<file path="config.mk">
export PLATFORM = sky130hd
export DESIGN_NAME = servo_pulse_angle_slew_unit
export DESIGN_NICKNAME = d
export VERILOG_FILES = /design/src/spasu_pkg.sv /design/src/spasu_cfg.sv /design/src/spasu_width.sv /design/src/spasu_angle.sv /design/src/spasu_slew.sv /design/src/servo_pulse_angle_slew_unit.sv
export SDC_FILE = /design/constraint.sdc
export NUM_CORES = 2
export LEC_CHECK = 0
export BUFFER_PORTS_ARGS = -buffer_cell sky130_fd_sc_hd__buf_2
export CORE_MARGIN = 2
export CORE_UTILIZATION = 40
export DETAILED_ROUTE_END_ITERATION = 6
export PLACE_DENSITY = 0.54
export SKIP_CTS_REPAIR_TIMING = 1
export SLEW_MARGIN = 20
export SYNTH_ARGS = -nofsm -noshare
export SYNTH_HDL_FRONTEND = slang
export SYNTH_SLANG_ARGS = --single-unit
</file>
<file path="constraint.sdc">
create_clock -name i_clk -period 19.8 [get_ports i_clk]
set_clock_uncertainty 0.1 [all_clocks]
set_input_delay 3.96 -clock i_clk [delete_from_list [all_inputs] [get_ports i_clk]]
set_output_delay 3.96 -clock i_clk [all_outputs]
set_load 0.1 [all_outputs]
</file>
<file path="src/spasu_pkg.sv">
// Shared types and constants of the servo pulse angle slew unit.
`timescale 1ns / 1ps

package spasu_pkg;

    localparam int CENTER_W    = 24;
    localparam int GAIN_W      = 24;
    localparam int STEP_W      = 14;
    localparam int ANGLE_W     = 15;
    localparam int CFG_DATA_W  = 24;
    localparam int ROUND_SHIFT = 11;
    localparam int HALF_PI_Q13 = 12868;

    localparam logic [CENTER_W-1:0] CENTER_RST = CENTER_W'(1500);
    localparam logic [GAIN_W-1:0]   GAIN_RST   = GAIN_W'(52707);
    localparam logic [STEP_W-1:0]   STEP_RST   = STEP_W'(1638);

    typedef enum logic [1:0] {
        CFG_CONNECTED = 2'd0,
        CFG_CENTER    = 2'd1,
        CFG_GAIN      = 2'd2,
        CFG_SLEW      = 2'd3
    } t_cfg_idx;

    typedef struct packed {
        logic                connected;
        logic [CENTER_W-1:0] center;
        logic [GAIN_W-1:0]   gain;
        logic [STEP_W-1:0]   slew_step;
    } t_cfg;

endpackage

</file>
<file path="src/spasu_cfg.sv">
// Configuration register file of the servo slew unit.
`timescale 1ns / 1ps

module spasu_cfg (
    input  logic                               i_clk,
    input  logic                               i_rst_n,
    input  logic                               i_wr,
    input  logic [1:0]                         i_index,
    input  logic [spasu_pkg::CFG_DATA_W-1:0]   i_data,
    output spasu_pkg::t_cfg                    o_cfg
);

    spasu_pkg::t_cfg r_cfg;

    // Take a register write
    always_ff @(posedge i_clk) begin
        if (!i_rst_n) begin
            r_cfg.connected <= 1'b0;
            r_cfg.center    <= spasu_pkg::CENTER_RST;
            r_cfg.gain      <= spasu_pkg::GAIN_RST;
            r_cfg.slew_step <= spasu_pkg::STEP_RST;
        end else if (i_wr) begin
            case (spasu_pkg::t_cfg_idx'(i_index))
                spasu_pkg::CFG_CONNECTED: r_cfg.connected <= i_data[0];
                spasu_pkg::CFG_CENTER:    r_cfg.center    <= i_data[spasu_pkg::CENTER_W-1:0];
                spasu_pkg::CFG_GAIN:      r_cfg.gain      <= i_data[spasu_pkg::GAIN_W-1:0];
                spasu_pkg::CFG_SLEW:      r_cfg.slew_step <= i_data[spasu_pkg::STEP_W-1:0];
                default: ;
            endcase
        end
    end

    assign o_cfg = r_cfg;

endmodule

</file>
<file path="src/spasu_width.sv">
// Pulse edge detection, saturating tick counter and width difference stage.
`timescale 1ns / 1ps

module spasu_width #(
    parameter int COUNT_BITS = 24,
    parameter int DIFF_W     = 24
) (
    input  logic                             i_clk,
    input  logic                             i_rst_n,
    input  logic                             i_adv,
    input  logic                             i_valid,
    input  logic                             i_kind,
    input  logic                             i_level,
    input  spasu_pkg::t_cfg                  i_cfg,
    output logic                             o_valid,
    output logic                             o_kind,
    output logic                             o_fall,
    output logic                             o_neg,
    output logic [DIFF_W-1:0]                o_diff
);

    localparam logic [COUNT_BITS-1:0] COUNT_MAX = {COUNT_BITS{1'b1}};

    logic                  r_prev_level;
    logic [COUNT_BITS-1:0] r_pulse_ticks;
    logic                  r_valid;
    logic                  r_kind;
    logic                  r_fall;
    logic                  r_neg;
    logic [DIFF_W-1:0]     r_diff;

    logic                  sample;
    logic                  rise;
    logic                  fall;
    logic [DIFF_W-1:0]     ticks_ext;
    logic [DIFF_W-1:0]     center_ext;
    logic                  neg;
    logic [COUNT_BITS-1:0] n_pulse_ticks;

    // Decode edges against the last level and measure against center
    always_comb begin
        sample     = i_valid && !i_kind && i_cfg.connected;
        rise       = i_level && !r_prev_level;
        fall       = !i_level && r_prev_level;
        ticks_ext  = DIFF_W'(r_pulse_ticks);
        center_ext = DIFF_W'(i_cfg.center);
        neg        = ticks_ext < center_ext;
        if (rise) begin
            n_pulse_ticks = COUNT_BITS'(1);
        end else if (r_pulse_ticks == COUNT_MAX) begin
            n_pulse_ticks = r_pulse_ticks;
        end else begin
            n_pulse_ticks = r_pulse_ticks + COUNT_BITS'(1);
        end
    end

    // Hold pin state and the tick counter
    always_ff @(posedge i_clk) begin
        if (!i_rst_n) begin
            r_prev_level  <= 1'b0;
            r_pulse_ticks <= '0;
        end else if (i_adv && sample) begin
            r_prev_level  <= i_level;
            r_pulse_ticks <= n_pulse_ticks;
        end
    end

    // Advance the item into the multiply stage; drop samples while disconnected
    always_ff @(posedge i_clk) begin
        if (!i_rst_n) begin
            r_valid <= 1'b0;
        end else if (i_adv) begin
            r_valid <= i_valid && (i_kind || i_cfg.connected);
        end
    end

    always_ff @(posedge i_clk) begin
        if (i_adv) begin
            r_kind <= i_kind;
            r_fall <= sample && fall;
            r_neg  <= neg;
            r_diff <= neg ? (center_ext - ticks_ext) : (ticks_ext - center_ext);
        end
    end

    assign o_valid = r_valid;
    assign o_kind  = r_kind;
    assign o_fall  = r_fall;
    assign o_neg   = r_neg;
    assign o_diff  = r_diff;

endmodule

</file>
<file path="src/spasu_angle.sv">
// Width-to-angle multiply stage, rounding and clamp into the target angle.
`timescale 1ns / 1ps

module spasu_angle #(
    parameter int DIFF_W = 24
) (
    input  logic                                   i_clk,
    input  logic                                   i_rst_n,
    input  logic                                   i_adv,
    input  logic                                   i_valid,
    input  logic                                   i_kind,
    input  logic                                   i_fall,
    input  logic                                   i_neg,
    input  logic [DIFF_W-1:0]                      i_diff,
    input  logic [spasu_pkg::GAIN_W-1:0]           i_gain,
    output logic                                   o_frame,
    output logic signed [spasu_pkg::ANGLE_W-1:0]   o_target
);

    localparam int PROD_W = DIFF_W + spasu_pkg::GAIN_W;
    localparam int MAG_W  = PROD_W - spasu_pkg::ROUND_SHIFT + 1;
    localparam logic [MAG_W-1:0] MAG_MAX = MAG_W'(spasu_pkg::HALF_PI_Q13);

    logic                                 r_valid;
    logic                                 r_kind;
    logic                                 r_fall;
    logic                                 r_neg;
    logic [PROD_W-1:0]                    r_prod;
    logic signed [spasu_pkg::ANGLE_W-1:0] r_target;

    logic [MAG_W-1:0]                     mag;
    logic [spasu_pkg::ANGLE_W-1:0]        mag_clamped;
    logic signed [spasu_pkg::ANGLE_W-1:0] n_target;

    // Multiply the width difference by the gain
    always_ff @(posedge i_clk) begin
        if (!i_rst_n) begin
            r_valid <= 1'b0;
        end else if (i_adv) begin
            r_valid <= i_valid;
        end
    end

    always_ff @(posedge i_clk) begin
        if (i_adv) begin
            r_kind <= i_kind;
            r_fall <= i_fall;
            r_neg  <= i_neg;
            r_prod <= PROD_W'(i_diff) * PROD_W'(i_gain);
        end
    end

    // Round half away from zero, clamp to a quarter turn, apply the sign
    always_comb begin
        mag = MAG_W'(r_prod[PROD_W-1:spasu_pkg::ROUND_SHIFT])
            + MAG_W'(r_prod[spasu_pkg::ROUND_SHIFT-1]);
        mag_clamped = (mag > MAG_MAX) ? spasu_pkg::ANGLE_W'(spasu_pkg::HALF_PI_Q13)
                                      : mag[spasu_pkg::ANGLE_W-1:0];
        n_target = r_neg ? -$signed(mag_clamped) : $signed(mag_clamped);
    end

    // Update the target on a falling edge
    always_ff @(posedge i_clk) begin
        if (!i_rst_n) begin
            r_target <= '0;
        end else if (i_adv && r_valid && !r_kind && r_fall) begin
            r_target <= n_target;
        end
    end

    assign o_frame  = r_valid && r_kind;
    assign o_target = r_target;

endmodule

</file>
<file path="src/spasu_slew.sv">
// Slew limiter, change flag and result register.
`timescale 1ns / 1ps

module spasu_slew (
    input  logic                                   i_clk,
    input  logic                                   i_rst_n,
    input  logic                                   i_adv,
    input  logic                                   i_frame,
    input  logic signed [spasu_pkg::ANGLE_W-1:0]   i_target,
    input  logic [spasu_pkg::STEP_W-1:0]           i_step,
    input  logic                                   i_out_ready,
    output logic                                   o_out_valid,
    output logic signed [spasu_pkg::ANGLE_W-1:0]   o_angle,
    output logic                                   o_changed
);

    localparam int SUM_W = spasu_pkg::ANGLE_W + 2;

    logic signed [spasu_pkg::ANGLE_W-1:0] r_current;
    logic signed [spasu_pkg::ANGLE_W-1:0] r_reported;
    logic                                 r_out_valid;
    logic signed [spasu_pkg::ANGLE_W-1:0] r_out_angle;
    logic                                 r_out_changed;

    logic signed [SUM_W-1:0]              cur_ext;
    logic signed [SUM_W-1:0]              tgt_ext;
    logic signed [SUM_W-1:0]              step_ext;
    logic signed [SUM_W-1:0]              moved;
    logic signed [spasu_pkg::ANGLE_W-1:0] n_current;

    // Move toward the target by at most one step, never past it
    always_comb begin
        cur_ext  = SUM_W'(r_current);
        tgt_ext  = SUM_W'(i_target);
        step_ext = $signed(SUM_W'(i_step));
        moved    = cur_ext;
        if (cur_ext > tgt_ext) begin
            moved = cur_ext - step_ext;
            if (moved < tgt_ext) begin
                moved = tgt_ext;
            end
        end else if (cur_ext < tgt_ext) begin
            moved = cur_ext + step_ext;
            if (moved > tgt_ext) begin
                moved = tgt_ext;
            end
        end
        n_current = moved[spasu_pkg::ANGLE_W-1:0];
    end

    // Hold the angle state
    always_ff @(posedge i_clk) begin
        if (!i_rst_n) begin
            r_current  <= '0;
            r_reported <= '0;
        end else if (i_adv && i_frame) begin
            r_current  <= n_current;
            r_reported <= n_current;
        end
    end

    // Load the result item, drop it once taken
    always_ff @(posedge i_clk) begin
        if (!i_rst_n) begin
            r_out_valid <= 1'b0;
        end else if (i_adv && i_frame) begin
            r_out_valid <= 1'b1;
        end else if (i_out_ready) begin
            r_out_valid <= 1'b0;
        end
    end

    always_ff @(posedge i_clk) begin
        if (i_adv && i_frame) begin
            r_out_angle   <= n_current;
            r_out_changed <= n_current != r_reported;
        end
    end

    assign o_out_valid = r_out_valid;
    assign o_angle     = r_out_angle;
    assign o_changed   = r_out_changed;

endmodule

</file>
<file path="src/servo_pulse_angle_slew_unit.sv">
// Top level of the servo pulse angle slew unit.
//
//  channel   dir  handshake                       content
//  cfg       in   i_cfg_valid / o_cfg_ready       i_cfg_index, i_cfg_data
//  s_axis    in   s_axis_tvalid / s_axis_tready   tdata[0] pin_level, tuser kind
//  m_axis    out  m_axis_tvalid / m_axis_tready   tdata[14:0] shaft_angle,
//                                                 tuser angle_changed
//
// One item per cycle while input ready is high. A frame tick's result passes through the input,
// difference, multiply and result registers in that order. Sample ticks give no result.
// Reset is synchronous and active low; config takes every write at once.
// Input ready drops only while a frame tick waits in the target stage and the
// result register holds an item not yet taken.
`timescale 1ns / 1ps

module servo_pulse_angle_slew_unit #(
    parameter int COUNT_BITS = 24
) (
    input  logic                               i_clk,
    input  logic                               i_rst_n,
    input  logic                               i_cfg_valid,
    output logic                               o_cfg_ready,
    input  logic [1:0]                         i_cfg_index,
    input  logic [spasu_pkg::CFG_DATA_W-1:0]   i_cfg_data,
    input  logic                               s_axis_tvalid,
    output logic                               s_axis_tready,
    input  logic [7:0]                         s_axis_tdata,  // [0] pin_level, [7:1] zero
    input  logic                               s_axis_tuser,  // [0] kind
    output logic                               m_axis_tvalid,
    input  logic                               m_axis_tready,
    output logic [15:0]                        m_axis_tdata,  // [14:0] shaft_angle, [15] zero
    output logic                               m_axis_tuser   // [0] angle_changed
);

    localparam int DIFF_W = (COUNT_BITS > spasu_pkg::CENTER_W) ? COUNT_BITS
                                                               : spasu_pkg::CENTER_W;

    spasu_pkg::t_cfg                      cfg;
    logic                                 adv;
    logic                                 r_s1_valid;
    logic                                 r_s1_kind;
    logic                                 r_s1_level;
    logic                                 s2_valid;
    logic                                 s2_kind;
    logic                                 s2_fall;
    logic                                 s2_neg;
    logic [DIFF_W-1:0]                    s2_diff;
    logic                                 s3_frame;
    logic signed [spasu_pkg::ANGLE_W-1:0] target;
    logic                                 out_valid;
    logic signed [spasu_pkg::ANGLE_W-1:0] out_angle;
    logic                                 out_changed;

    // Stall the pipe only when a frame result has nowhere to go
    assign adv           = !(s3_frame && out_valid && !m_axis_tready);
    assign s_axis_tready = adv;
    assign o_cfg_ready   = 1'b1;

    // Input register
    always_ff @(posedge i_clk) begin
        if (!i_rst_n) begin
            r_s1_valid <= 1'b0;
        end else if (adv) begin
            r_s1_valid <= s_axis_tvalid;
        end
    end

    always_ff @(posedge i_clk) begin
        if (adv) begin
            r_s1_kind  <= s_axis_tuser;
            r_s1_level <= s_axis_tdata[0];
        end
    end

    spasu_cfg u_cfg (
        .i_clk   (i_clk),
        .i_rst_n (i_rst_n),
        .i_wr    (i_cfg_valid),
        .i_index (i_cfg_index),
        .i_data  (i_cfg_data),
        .o_cfg   (cfg)
    );

    spasu_width #(
        .COUNT_BITS (COUNT_BITS),
        .DIFF_W     (DIFF_W)
    ) u_width (
        .i_clk   (i_clk),
        .i_rst_n (i_rst_n),
        .i_adv   (adv),
        .i_valid (r_s1_valid),
        .i_kind  (r_s1_kind),
        .i_level (r_s1_level),
        .i_cfg   (cfg),
        .o_valid (s2_valid),
        .o_kind  (s2_kind),
        .o_fall  (s2_fall),
        .o_neg   (s2_neg),
        .o_diff  (s2_diff)
    );

    spasu_angle #(
        .DIFF_W (DIFF_W)
    ) u_angle (
        .i_clk    (i_clk),
        .i_rst_n  (i_rst_n),
        .i_adv    (adv),
        .i_valid  (s2_valid),
        .i_kind   (s2_kind),
        .i_fall   (s2_fall),
        .i_neg    (s2_neg),
        .i_diff   (s2_diff),
        .i_gain   (cfg.gain),
        .o_frame  (s3_frame),
        .o_target (target)
    );

    spasu_slew u_slew (
        .i_clk       (i_clk),
        .i_rst_n     (i_rst_n),
        .i_adv       (adv),
        .i_frame     (s3_frame),
        .i_target    (target),
        .i_step      (cfg.slew_step),
        .i_out_ready (m_axis_tready),
        .o_out_valid (out_valid),
        .o_angle     (out_angle),
        .o_changed   (out_changed)
    );

    assign m_axis_tvalid = out_valid;
    assign m_axis_tdata  = {1'b0, out_angle};
    assign m_axis_tuser  = out_changed;

endmodule

</file>
==> impl_results.md <==
- Status: finished clean
- Io pins: 60
- Warnings from Yosys: 0
- Post-route ant nets: 0
- Fraction of registers with async set or reset after synthesis: 0%
- H-tree levels: 1
- Count leader, synth: inv_1
- Fmax: about 100 MHz
- Final TNS setup: 0 ns
- First-pass GRT wire length: 144000 microns
- Number of flops mapped to enable cells by yosys: 86
- Die Y: 290 microns
- Final setup fails: 0
- Unrepaired setup endpoints after global routing: no
- Yosys reg bits: 208
- Net Count, Synth: 4565
- Antenna diodes: 0
- Starting Density: approximately 40%
- Layout cell share with drive strength beyond 1: under 10%
- Core Box Area: 80700 sq um
- DRT iter0 DRCs: 1620
- Vias in the first global route: roughly 25000
- Residual DRC: 0
- Mapped Area: 32600 sq um
- Vias/cell: 5.19
- Worst Setup End Kind: output pin
- Max_slew headroom: 30.0%
- Final Max Slew Viols: 0
- CTS Buf Count: 23
- IO buf count: 50
- Min Tclk post-route: 9.72 ns
- Hold Fails Final Rpt: 0
- Pin count of the biggest net entering global routing: 76
- Initial antenna violation count: 3
- Site row count: 104
- All-Layer GR Usage: 22.0%
- Clk buf depth: 3
- Hold WC Path Type: reg2reg
- Worst slew pin tran: 1.04 ns
- Top cell type's share of synthesized area: approximately 30%
- CTS tree: built
- Fillers: 8222
- Netlist cell types: 87
- # nets final: 4538
- Detailed Routing Iterations Pass 1: 5
- Area Growth Syn to Fin: 6.68%
- Total global routing overflow: 0
- Worst path required time: 15.74 ns
- Synthesized area per cell: 8.71 sq um
- Root Buffer: clkbuf_16
- Clock latency on the worst-skew pair: between 0.5 and 0.6 ns
- Area leader, netlist: fa_1
- WS Path Type: in2out
- Arrival time of the worst setup path: 5.66 ns
- CP max FO: 10
- Worst-path clk slew: 0.06 ns
- Synth top area cells: fa_1 (30%), ha_1 (11%), edfxtp_1 (7.9%)
- Post-synthesis sequential area ratio: 15.4%
- Final HPWL DP: 68200 microns
- CP Launch Type: input pin
- Die area: 83800 sq um
- CTS Sinks: about 210
- Post-detailed-routing wire length: slightly below 90000 microns
- Die W: between 200 and 300 microns
- Post-DR wirelength/cell: 18.7 microns
- Total of max-cap violations: 0
- Synth Instances: around 3700
- Fin crit share: between 40% and 50%
- Vias: 24900
- Post-synth top cells: inv_1 (677), nand2_1 (526), fa_1 (485), and2_1 (297), ha_1 (295)
- Prevailing post-synth register cell: dfxtp_1
- Final GP Congestion: 0.891
## final timing paths
path	startpoint	end	slack [ns]	depth (start not counted)
max	m_axis_tready	s_axis_tready	10.08	5
min	u_width.o_kind	u_angle.r_kind	0.32	0
max reg2reg	u_cfg.o_cfg[18]	u_angle.r_prod[44]	11.33	26
min reg2reg	u_width.o_kind	u_angle.r_kind	0.32	0
## logic make-up after synthesis
family / after synthesis / synth area share (%)
XOR/XNOR: 124 / 3.33
AND/OR/NAND/NOR: 1238 / 18.4
buffers and inverters: 841 / 9.71
AO/OA/AOI/OAI: 518 / 11.0
adder cells (fa/ha/maj): 780 / 41.1
flip-flops: 208 / 15.4
multiplexers: 34 / 1.07
other: 2 / 0.0230
## state kept, by name, summed over array words and instances (netlist names), 15 cells and up
| signal | flops |
|---|---|
| u_angle.o_target | 15 |
| u_angle.r_prod | 38 |
| u_cfg.o_cfg | 63 |
| u_slew.o_angle | 15 |
| u_slew.r_reported | 15 |
| u_width.o_diff | 24 |
| u_width.r_pulse_ticks | 24 |
## layer usage
| layer | part of all wire [%] | global-route usage, % | vias to the layer above | wire [microns] |
|---|---|---|---|---|
| met1 | 46 | 31.2 | 12400 | 41200 |
| met2 | 46 | 36.1 | 570 | 41500 |
| met5 | 0 | 0 | - | 0 |
| met3 | 5.4 | 2.80 | 82 | 4800 |
| li1 | - | - | 11800 | - |
| met4 | 2.4 | 4.54 | 0 | 2110 |
## layout by cell type (no fill, tap or decap), drive strengths merged, types with 28 or more instances in the layout
master / count
a21boi: 66
a21o: 42
a21oi: 111
and2: 297
buf: 112
clkbuf: 32
dfxtp: 122
edfxtp: 86
fa: 485
ha: 295
inv: 677
mux2i: 28
nand2: 526
nand3: 56
nand4: 31
nor2: 144
nor3: 50
o211ai: 30
o21ai: 76
xnor2: 89
xor2: 35
## final cells by class
cell class | count | area, sq um | share of cell area, %
Clock inverter | 10 | 90.1 | 0.259
Tap cell | 1060 | 1330 | 3.81
Timing Repair Buffer | 112 | 716 | 2.06
Multi-Input combinational cell | 2696 | 24400 | 70.2
Inverter | 677 | 2540 | 7.31
Sequential cell | 208 | 5020 | 14.4
Clock buffer | 32 | 662 | 1.90
## worst max-delay path: stages
cell and delay (ns):
buf_2 0.09, nand2b_1 0.16, nor2_1 0.51, clkinv_2 0.49, buf_2 0.43
## per-stage QoR
| stage | instance area, sq um | utilization, % | hold slack [ns] | cells | setup WS, ns |
|---|---|---|---|---|---|
| after detailed placement | 34000 | 42.2 | 0.306 | 4753 | 10.10 |
| after floorplan | 32600 | - | 0.300 | 3745 | 9.57 |
| after global placement | 34000 | 42.2 | 0.305 | 4753 | 10.09 |
| after global routing | 34800 | 43.1 | 0.327 | 4795 | 9.97 |
| after CTS | 34800 | 43.1 | 0.324 | 4795 | 10.09 |
| final | 34800 | 43.1 | 0.324 | 4795 | 10.08 |
Power is not shown: default switching activity piles up to over one toggle a cycle in this logic, so the estimate is an artifact.
